===== src/rtl/pcihb_pkg.sv =====
// Package for the PCI host bridge register file: word map, masks, reset values and helpers.
package pcihb_pkg;

    // Byte order of the bus; when set, data is byte-swapped in and out.
    localparam bit BIG_ENDIAN = 1'b0;

    localparam int NWIN = 6;

    localparam int IN_DATA_W  = 48;
    localparam int OUT_DATA_W = 104;

    typedef logic [9:0]  t_word;
    typedef logic [14:0] t_low;
    typedef logic [6:0]  t_high;
    typedef logic [10:0] t_remap;

    localparam logic ACT_READ  = 1'b0;
    localparam logic ACT_WRITE = 1'b1;

    localparam t_word W_CPU     = 10'h000;
    localparam t_word W_SYNC0   = 10'h030;
    localparam t_word W_SYNC1   = 10'h032;
    localparam t_word W_ERR_ALO = 10'h01c;
    localparam t_word W_ERR_AHI = 10'h01e;
    localparam t_word W_ERR_DLO = 10'h04a;
    localparam t_word W_ERR_DHI = 10'h04c;
    localparam t_word W_ERR_PAR = 10'h04e;
    localparam t_word W_SDRAM0  = 10'h113;
    localparam t_word W_SDRAM3  = 10'h116;
    localparam t_word W_CMD0    = 10'h300;
    localparam t_word W_CMD1    = 10'h320;
    localparam t_word W_CFGADDR = 10'h33e;

    localparam t_word LOW_WORD   [NWIN] = '{10'h012, 10'h016, 10'h020, 10'h024, 10'h028, 10'h02c};
    localparam t_word HIGH_WORD  [NWIN] = '{10'h014, 10'h018, 10'h022, 10'h026, 10'h02a, 10'h02e};
    localparam t_word REMAP_WORD [NWIN] = '{10'h03c, 10'h03e, 10'h040, 10'h042, 10'h044, 10'h046};

    localparam t_low  LOW_RESET  [NWIN] = '{15'h080, 15'h090, 15'h790, 15'h100, 15'h110, 15'h120};
    localparam t_high HIGH_RESET [NWIN] = '{7'h0f, 7'h1f, 7'h1f, 7'h0f, 7'h1f, 7'h2f};

    localparam logic [31:0] CMD_MASK     = 32'h0401fc0f;
    localparam logic [31:0] CFGADDR_MASK = 32'h80fffffc;
    localparam logic [31:0] SYNC_VALUE   = 32'hc000ffee;
    localparam logic [31:0] ERR_DATA     = 32'hffffffff;
    localparam logic [31:0] ERR_PARITY   = 32'h000000ff;
    localparam logic [31:0] MAP_LIMIT    = 32'h10000000;
    localparam logic [31:0] SDRAM_RESET  = 32'h00000005;

    localparam logic [31:0] CPU_RESET = BIG_ENDIAN ? 32'h0 : 32'h00000800;
    localparam logic [31:0] CMD_RESET = BIG_ENDIAN ? 32'h0 : 32'h00010001;

    function automatic logic [31:0] swap32(input logic [31:0] v);
        return {v[7:0], v[15:8], v[23:16], v[31:24]};
    endfunction

endpackage


===== src/rtl/pci_host_bridge_register_file.sv =====
// Register file of a PCI host bridge, one 32-bit bus access per request.
//
// Usage: a request enters on the s_axis channel; tuser carries the access kind
// (read or write) and tdata the word index and the write data. Each request
// gives exactly one response on the m_axis channel with the read data (zero for
// writes), the decode of the first IO window after the access, and a flag that
// tells whether a write touched a window decode register.
// A request is first held in the input register; the register file is read
// and updated as it moves into the output register, which holds the response
// until it is taken. Throughput is one request per cycle while the receiver
// takes responses, since the decode and update between the two registers
// are combinational.
// Reset (synchronous, active low) loads the documented reset values into every
// register of the register file and empties both pipeline stages.
// When the receiver stalls, the output register holds its response, the input
// register still takes one more request if it is empty, and s_axis_tready then
// drops until the response is taken.
module pci_host_bridge_register_file
    import pcihb_pkg::*;
(
    input  logic                  i_clk,
    input  logic                  i_rst_n,
    input  logic                  s_axis_tvalid,
    output logic                  s_axis_tready,
    // tdata: word_index [9:0], write_data [41:10], zero fill [47:42]
    input  logic [IN_DATA_W-1:0]  s_axis_tdata,
    // tuser: action (0 read, 1 write)
    input  logic                  s_axis_tuser,
    output logic                  m_axis_tvalid,
    input  logic                  m_axis_tready,
    // tdata: read_data [31:0], io_window_start [63:32], io_window_length [95:64],
    //        io_window_mapped [96], decode_changed [97], zero fill [103:98]
    output logic [OUT_DATA_W-1:0] m_axis_tdata
);

    logic        r_in_valid;
    logic        r_action;
    t_word       r_word;
    logic [31:0] r_wdata;

    logic                  r_out_valid;
    logic [OUT_DATA_W-1:0] r_out_data;

    logic [31:0] r_cpu;
    t_low        r_low   [NWIN];
    t_high       r_high  [NWIN];
    t_remap      r_remap [NWIN];
    logic [31:0] r_cmd   [2];
    logic [31:0] r_sdram [4];
    logic [31:0] r_cfgaddr;

    logic [31:0] n_cpu;
    t_low        n_low   [NWIN];
    t_high       n_high  [NWIN];
    t_remap      n_remap [NWIN];
    logic [31:0] n_cmd   [2];
    logic [31:0] n_sdram [4];
    logic [31:0] n_cfgaddr;

    logic        w_advance;
    logic        w_fire;
    logic [31:0] w_data;
    logic [1:0]  w_sdram_off;
    logic        w_is_sdram;
    logic        w_changed;
    logic [31:0] w_rd_raw;
    logic [31:0] w_rd;
    logic [10:0] w_len11;
    logic [31:0] w_start;
    logic [31:0] w_len;
    logic        w_mapped;

    assign w_advance     = !r_out_valid || m_axis_tready;
    assign w_fire        = r_in_valid && w_advance;
    assign s_axis_tready = !r_in_valid || w_advance;
    assign m_axis_tvalid = r_out_valid;
    assign m_axis_tdata  = r_out_data;

    assign w_data      = BIG_ENDIAN ? swap32(r_wdata) : r_wdata;
    assign w_sdram_off = 2'(r_word - W_SDRAM0);
    assign w_is_sdram  = (r_word >= W_SDRAM0) && (r_word <= W_SDRAM3);

    // Register update for a write.
    always_comb begin
        n_cpu     = r_cpu;
        n_low     = r_low;
        n_high    = r_high;
        n_remap   = r_remap;
        n_cmd     = r_cmd;
        n_sdram   = r_sdram;
        n_cfgaddr = r_cfgaddr;
        w_changed = 1'b0;
        if (r_action == ACT_WRITE) begin
            for (int i = 0; i < NWIN; i++) begin
                if (r_word == LOW_WORD[i]) begin
                    n_low[i]   = w_data[14:0];
                    n_remap[i] = w_data[10:0];
                    w_changed  = 1'b1;
                end
                if (r_word == HIGH_WORD[i]) begin
                    n_high[i] = w_data[6:0];
                    w_changed = 1'b1;
                end
                if (r_word == REMAP_WORD[i]) begin
                    n_remap[i] = w_data[10:0];
                    w_changed  = 1'b1;
                end
            end
            if (w_is_sdram) begin
                n_sdram[w_sdram_off] = w_data;
            end
            case (r_word)
                W_CPU:     n_cpu     = w_data;
                W_CMD0:    n_cmd[0]  = w_data & CMD_MASK;
                W_CMD1:    n_cmd[1]  = w_data & CMD_MASK;
                W_CFGADDR: n_cfgaddr = w_data & CFGADDR_MASK;
                default:   ;
            endcase
        end
    end

    // Readback. The window words never overlap the fixed ones, so the order
    // of the tests does not matter.
    always_comb begin
        case (r_word)
            W_CPU:                   w_rd_raw = r_cpu;
            W_SYNC0, W_SYNC1:        w_rd_raw = SYNC_VALUE;
            W_ERR_DLO, W_ERR_DHI:    w_rd_raw = ERR_DATA;
            W_ERR_PAR:               w_rd_raw = ERR_PARITY;
            W_ERR_ALO, W_ERR_AHI:    w_rd_raw = 32'h0;
            W_CMD0:                  w_rd_raw = r_cmd[0];
            W_CMD1:                  w_rd_raw = r_cmd[1];
            W_CFGADDR:               w_rd_raw = r_cfgaddr;
            default:                 w_rd_raw = 32'h0;
        endcase
        if (w_is_sdram) begin
            w_rd_raw = r_sdram[w_sdram_off];
        end
        for (int i = 0; i < NWIN; i++) begin
            if (r_word == LOW_WORD[i]) begin
                w_rd_raw = {17'h0, r_low[i]};
            end
            if (r_word == HIGH_WORD[i]) begin
                w_rd_raw = {25'h0, r_high[i]};
            end
            if (r_word == REMAP_WORD[i]) begin
                w_rd_raw = {21'h0, r_remap[i]};
            end
        end
    end

    assign w_rd = (r_action == ACT_WRITE) ? 32'h0
                : (BIG_ENDIAN ? swap32(w_rd_raw) : w_rd_raw);

    // The window decode reflects the state after this access.
    assign w_len11  = ({4'h0, n_high[0]} + 11'd1) - {4'h0, n_low[0][6:0]};
    assign w_start  = {n_low[0][10:0], 21'h0};
    assign w_len    = {w_len11, 21'h0};
    assign w_mapped = (w_len <= MAP_LIMIT);

    always_ff @(posedge i_clk) begin
        if (!i_rst_n) begin
            r_in_valid  <= 1'b0;
            r_out_valid <= 1'b0;
            r_cpu       <= CPU_RESET;
            for (int i = 0; i < NWIN; i++) begin
                r_low[i]   <= LOW_RESET[i];
                r_high[i]  <= HIGH_RESET[i];
                r_remap[i] <= LOW_RESET[i][10:0];
            end
            r_cmd[0]  <= CMD_RESET;
            r_cmd[1]  <= CMD_RESET;
            for (int i = 0; i < 4; i++) begin
                r_sdram[i] <= SDRAM_RESET;
            end
            r_cfgaddr <= 32'h0;
        end else begin
            if (s_axis_tready) begin
                r_in_valid <= s_axis_tvalid;
            end
            if (w_advance) begin
                r_out_valid <= r_in_valid;
            end
            if (w_fire) begin
                r_cpu     <= n_cpu;
                r_low     <= n_low;
                r_high    <= n_high;
                r_remap   <= n_remap;
                r_cmd     <= n_cmd;
                r_sdram   <= n_sdram;
                r_cfgaddr <= n_cfgaddr;
            end
        end
    end

    always_ff @(posedge i_clk) begin
        if (s_axis_tready && s_axis_tvalid) begin
            r_action <= s_axis_tuser;
            r_word   <= s_axis_tdata[9:0];
            r_wdata  <= s_axis_tdata[41:10];
        end
        if (w_fire) begin
            r_out_data <= {6'h0, w_changed, w_mapped, w_len, w_start, w_rd};
        end
    end

endmodule

===== config.mk =====
export PLATFORM = sky130hd
export DESIGN_NAME = pci_host_bridge_register_file
export DESIGN_NICKNAME = d
export VERILOG_FILES = /design/src/rtl/pcihb_pkg.sv /design/src/rtl/pci_host_bridge_register_file.sv
export SDC_FILE = /design/constraint.sdc
export NUM_CORES = 1
export LEC_CHECK = 0
export ABC_AREA = 1
export BUFFER_PORTS_ARGS = -buffer_cell sky130_fd_sc_hd__clkbuf_2
export CAP_MARGIN = 20
export CORE_MARGIN = 10
export CORE_UTILIZATION = 50
export CTS_CLUSTER_DIAMETER = 150
export DETAILED_ROUTE_END_ITERATION = 10
export PLACE_DENSITY = 0.83
export SLEW_MARGIN = 5
export SYNTH_ARGS = -nofsm -noshare
export SYNTH_HDL_FRONTEND = slang
export SYNTH_SLANG_ARGS = --single-unit

===== constraint.sdc =====
create_clock -name i_clk -period 4.2 [get_ports i_clk]
set_input_delay 0.42 -clock i_clk [delete_from_list [all_inputs] [get_ports i_clk]]
set_output_delay 0.42 -clock i_clk [all_outputs]
set_load 0.01 [all_outputs]

# After elaboration in Yosys (flattened, before gate mapping)
# Cells that the tools add are included.
# Widths: inputs -> output; s select.
# word_totals
ff_bits	506
input_bits	53
out_inout_bits	106
word_cells	183
# op_classes
n_addsub	3
n_lt_le_gt_ge	5
eq_ne	26
n_mux	70
bitwise	1
reduce_logical	41
# ops
op	count
$mux 15	21
$pmux 32 s7	1
$mux 11	15
$bwmux 128	1
$mux 32	4
$eq 10x6->1 const B	12
$mux 86	1
$eq 10x7->1 const B	7
$reduce_and 3->1	22
$bmux 32 s2	1
$demux 32 s2	1
$mux 42	1
$mux 7	6
$eq 10x5->1 const B	4
$le 32x29->1 const B	1
$eq 10x10->1 const B	3
$reduce_or 19->1	1
$mux 1	18
$reduce_bool 2->1	6
$ge 10x9->1 const B	1
$le 10x9->1 const B	1
$logic_not 10->1	1
$sub 8x7->9	1
$add 7x1->8 const B	1
9 further kinds	15

# Logic depth before layout (Yosys ltp)
# logic_depth
word_depth	24
depth_mapped	26

# Worst setup path after synthesis
# OpenSTA, ideal clock, no wires.
# synth_timing
path_kind	flip-flop to flip-flop
startpoint	register r_word[0]
endpoint	register r_out_data[96] (netlist: m_axis_tdata[96]) (data pin)
setup_time_ns	0.263
arrival_ns	4.376
t_required_ns	3.937
setup_slack_ns	-0.439
stages_incl_launch_ff	24
n_path_buf	5
cell_sequence	edfxtp_1 clkinv_1 clkbuf_1 buf_2 buf_2 buf_1 ha_1 inv_1 nor2_1 nand3_1 nor2_1 inv_1 clkbuf_1 o21ai_0 inv_1 ha_1 ha_1 a21oi_1 o21ai_0 a21oi_1 nor2_1 nor2_1 xor2_1 a21oi_1
# synth_lines
element	line	source
from (decl)	pci_host_bridge_register_file.sv:38	t_word r_word;
from (signal assigned)	pci_host_bridge_register_file.sv:199	r_word <= s_axis_tdata[9:0];
to (signal assigned)	pci_host_bridge_register_file.sv:203	r_out_data <= {6'h0, w_changed, w_mapped, w_len, w_start, w_rd};
to (decl)	pci_host_bridge_register_file.sv:42	logic [OUT_DATA_W-1:0] r_out_data;

==> key figures <==
Outcome
  • Status: finished clean

Clocking
  • Insertion delay of the later-clocked pin in the worst-skew pair: around 0.61 ns
  • Inserted Clock Buffers: just under 50
  • Clock sink total: ~500
  • Clk slew on worst S/H paths: 0.06 ns
  • TritonCTS clock tree: yes
  • CTS Buffer Depth: 3
  • CTS H-tree lvls: 2
  • CTS Root Cell: clkbuf_16

Pwr
  • Internal power: around 7.6 mW
  • Sequential power share: 0.504
  • LEAKAGE: 9.99 nW
  • Worst vdd ir: roughly 0.00034 V
  • Cell Pwr Density: between 400 and 500 mW/mm^2
  • Combinational fraction of design power: 0.055
  • Sw Ratio: 0.239
  • Net Sw Power: approximately 2.4 mW
  • Clock power frac: 0.441

Critical path
  • Critical Path AT: around 4.4 ns
  • CP max FO: 9
  • Critical Path Max Stage Delay: 0.42 ns
  • Buf/Inv on CP: 4
  • Slowest CP cell: edfxtp_1
  • Reg2reg path depth: 19
  • CP cell instances: nor2_2, nand3_2, inv_2, nand2_1, nor2_2, inv_1, nor2_4, nand2_1, o21ai_0, ha_1, inv_1, ha_1, inv_1, fa_1, xnor2_1, or3_1, nor4_1, nand2_1, a21oi_1
  • CP top delay family: simple AND/OR/NAND/NOR gates
  • RR Endpoint: m_axis_tdata[96]
  • Worst EP required: around 4.7 ns
  • Critical Path Start Type: flip-flop
  • Worst setup EP type: flip-flop
  • Critical path type: flip-flop to flip-flop
  • R2R setup slack: ~0.3 ns
  • R2R Path Start: r_word[7]

Yosys
  • Ys flop type: dfxtp_1
  • EDFF count, synth: 97
  • Yosys cell types: a little over 50
  • Mapped cell area: 0.0216 sq mm
  • Cells after Synth: 2680
  • Synthesized flop and latch total: around 500
  • Area leader, netlist: dfxtp_1
  • Syn. warnings: 0
  • Syn_area_per_cell: 8.05 sq um
  • Area contributors post-synth: dfxtp_1 (38%), edfxtp_1 (13%), o21ai_0 (8.4%)
  • Register area share after synthesis: 0.513
  • Synth top area share: 0.378
  • Ys async rst share: 0

Timing
  • Hold Vio Cnt, Final: 0
  • Max Fclk: 256 MHz
  • Setup Skew: between 0.015 and 0.02 ns
  • Minimum clock period: 3.90 ns
  • Final setup viols: 0
  • Pins Over Slew Limit: 0
  • TNS Setup: 0 ns
  • Worst-Margin Slew: 1.09 ns
  • Unrepaired setup endpoints after global routing: no
  • Final critical-path share of the clock period: 0.929
  • Slew margin rel.: 0.274

Detailed routing
  • DR WL/cell: ~19 um
  • Vias per cell: ~5.8
  • Total number of vias: between 15000 and 20000
  • Final WL: about 65000 um
  • First-pass DRT Iterations: 8
  • ANT nets after route: 0
  • First DRT Iteration DRCs: about 2800
  • DRC: 0

Cells and area
  • Multi-input gate area: 0.00890 sq mm
  • Area delta synth->final: 12.7%
  • Share of cells above drive strength 1: 0.106
  • Commonest non-fill, non-tap cell in the layout: nand2_1
  • Fin cells: roughly 3400
  • Most frequent cells in the layout: nand2_1 (441), dfxtp_1 (407), o21ai_0 (358), a21oi_1 (341), nor2_1 (246)
  • Fillers: 3649
  • Nets: about 2800
  • Ant. Diodes: 0
  • Storage cell area: 0.0111 sq mm

Die
  • Die Area: between 0.05 and 0.06 sq mm
  • Initial Utilization: 0.503
  • # IOs: 159
  • Die X: roughly 230 um
  • Die height: about 230 um
  • Area of the core: around 0.043 sq mm
  • Num rows: 76

Place
  • GP Congestion: just over 0.9
  • I/O Buffers: roughly 100
  • Post-DP HPWL: 42100 um
  • Inst Count DP: ~3200

GRT
  • Initial antenna violation count: 0
  • Grt met2 use: 0.390
  • Total congestion overflow: 0
  • First-pass GRT wire length: ~100000 um
  • GRT Overall Usage: 0.235
  • Grt met3 use: 0.0325
  • Largest net degree at the start of global routing: around 140
  • Met1 Resource Use GR: 0.301
  • Vias in the first global route: ~18000
  • Busiest grt layer: met2

Min path
  • Worst Hold Endpoint: r_word[6]
  • Hold path start: s_axis_tdata[6]
  • Hold Crit Class: primary input to flip-flop
  • Hold Crit Depth: 1

Flow run
  • Max_cap viols: 0
==> final cells by class <==
class | count | area share
clock buffer | 71 | 0.0593
clock inverter | 21 | 0.00777
inverter | 200 | 0.0311
multi-input combinational | 1802 | 0.366
sequential | 504 | 0.455
tap | 585 | 0.0301
timing repair buffer | 180 | 0.0505
==> power groups by stage <==
stage	clock network, mW	registers (mW)	logic, mW
after floorplan	0	5.15	0.346
after global placement	0	5.15	0.492
after detailed placement	0	5.15	0.503
after CTS	4.45	5.05	0.528
after global routing	4.64	5.05	0.593
final	4.42	5.05	0.552
==> metal layers <==
layer	part of all wire	wire length (um)
met2	0.47	30600
met1	0.39	25500
met3	0.093	5990
met5	0	0
met4	0.039	2530
==> kinds of logic (layout without fill, tap and decap cells) <==
family / count (synthesis) / after routing / synth area share
flip-flops: 504 / 504 / 0.513
XOR/XNOR: 5 / 5 / 0.00203
buffers and inverters: 421 / 472 / 0.0852
adder cells (fa/ha/maj): 20 / 20 / 0.0123
AND/OR/NAND/NOR: 841 / 841 / 0.159
other: 1 / 48 / 0.000174
AO/OA/AOI/OAI: 888 / 888 / 0.229
==> how the worst max path moves through the flow <==
stage                            end  startpoint  cells after the start  slack (ns)
floorplan           m_axis_tdata[96]   r_word[0]                     22        0.04
global placement    m_axis_tdata[96]   r_word[7]                     20        0.37
detailed placement  m_axis_tdata[96]   r_word[1]                     17        0.16
CTS                 m_axis_tdata[96]   r_word[1]                     17        0.14
global route        m_axis_tdata[96]   r_word[7]                     19       0.004
finish              m_axis_tdata[96]   r_word[7]                     19        0.30
==> cell usage after synthesis (all sizes together), types with 4 or more instances <==
master,number
a31oi,11
buf,96
nor2,270
clkbuf,125
nand3,91
edfxtp,97
o21ai,377
inv,185
a211oi,30
o211ai,68
a22o,6
clkinv,15
nor3,9
a41oi,7
ha,18
a221oi,23
nand2,448
a22oi,6
or2,6
nand4,14
o2111ai,4
dfxtp,407
a21oi,341
==> metrics by stage <==
step / util / worst slack, ns / power [mW] / hold slack [ns] / area [sq um]
final: 0.567 / 0.299 / 10.0 / 0.0331 / 24300
after global routing: 0.567 / 0.00400 / 10.3 / 0.0260 / 24300
after CTS: 0.565 / 0.141 / 10.0 / 0.0181 / 24200
after detailed placement: 0.519 / 0.159 / 5.66 / 0.438 / 22300
after global placement: 0.519 / 0.368 / 5.64 / 0.435 / 22300
after floorplan: - / 0.0366 / 5.50 / 0.423 / 21800
==> timing repair <==
item,4_1_cts,5_1_grt
hold endpoints to repair,32,0
setup buffers,0,0
setup endpoints to repair,0,2
resized for setup,0,6
hold buffers,32,0
==> state kept, by name, indices dropped and copies added, names as in the netlist <==
name           flops
r_sdram          128
r_low             90
r_remap           66
m_axis_tdata      54
r_high            42
r_cpu             32
r_wdata           32
r_cmd             24
r_cfgaddr         23
r_word            10
m_axis_tvalid      1
r_action           1
r_in_valid         1
(Power assumes the default switching activity.)
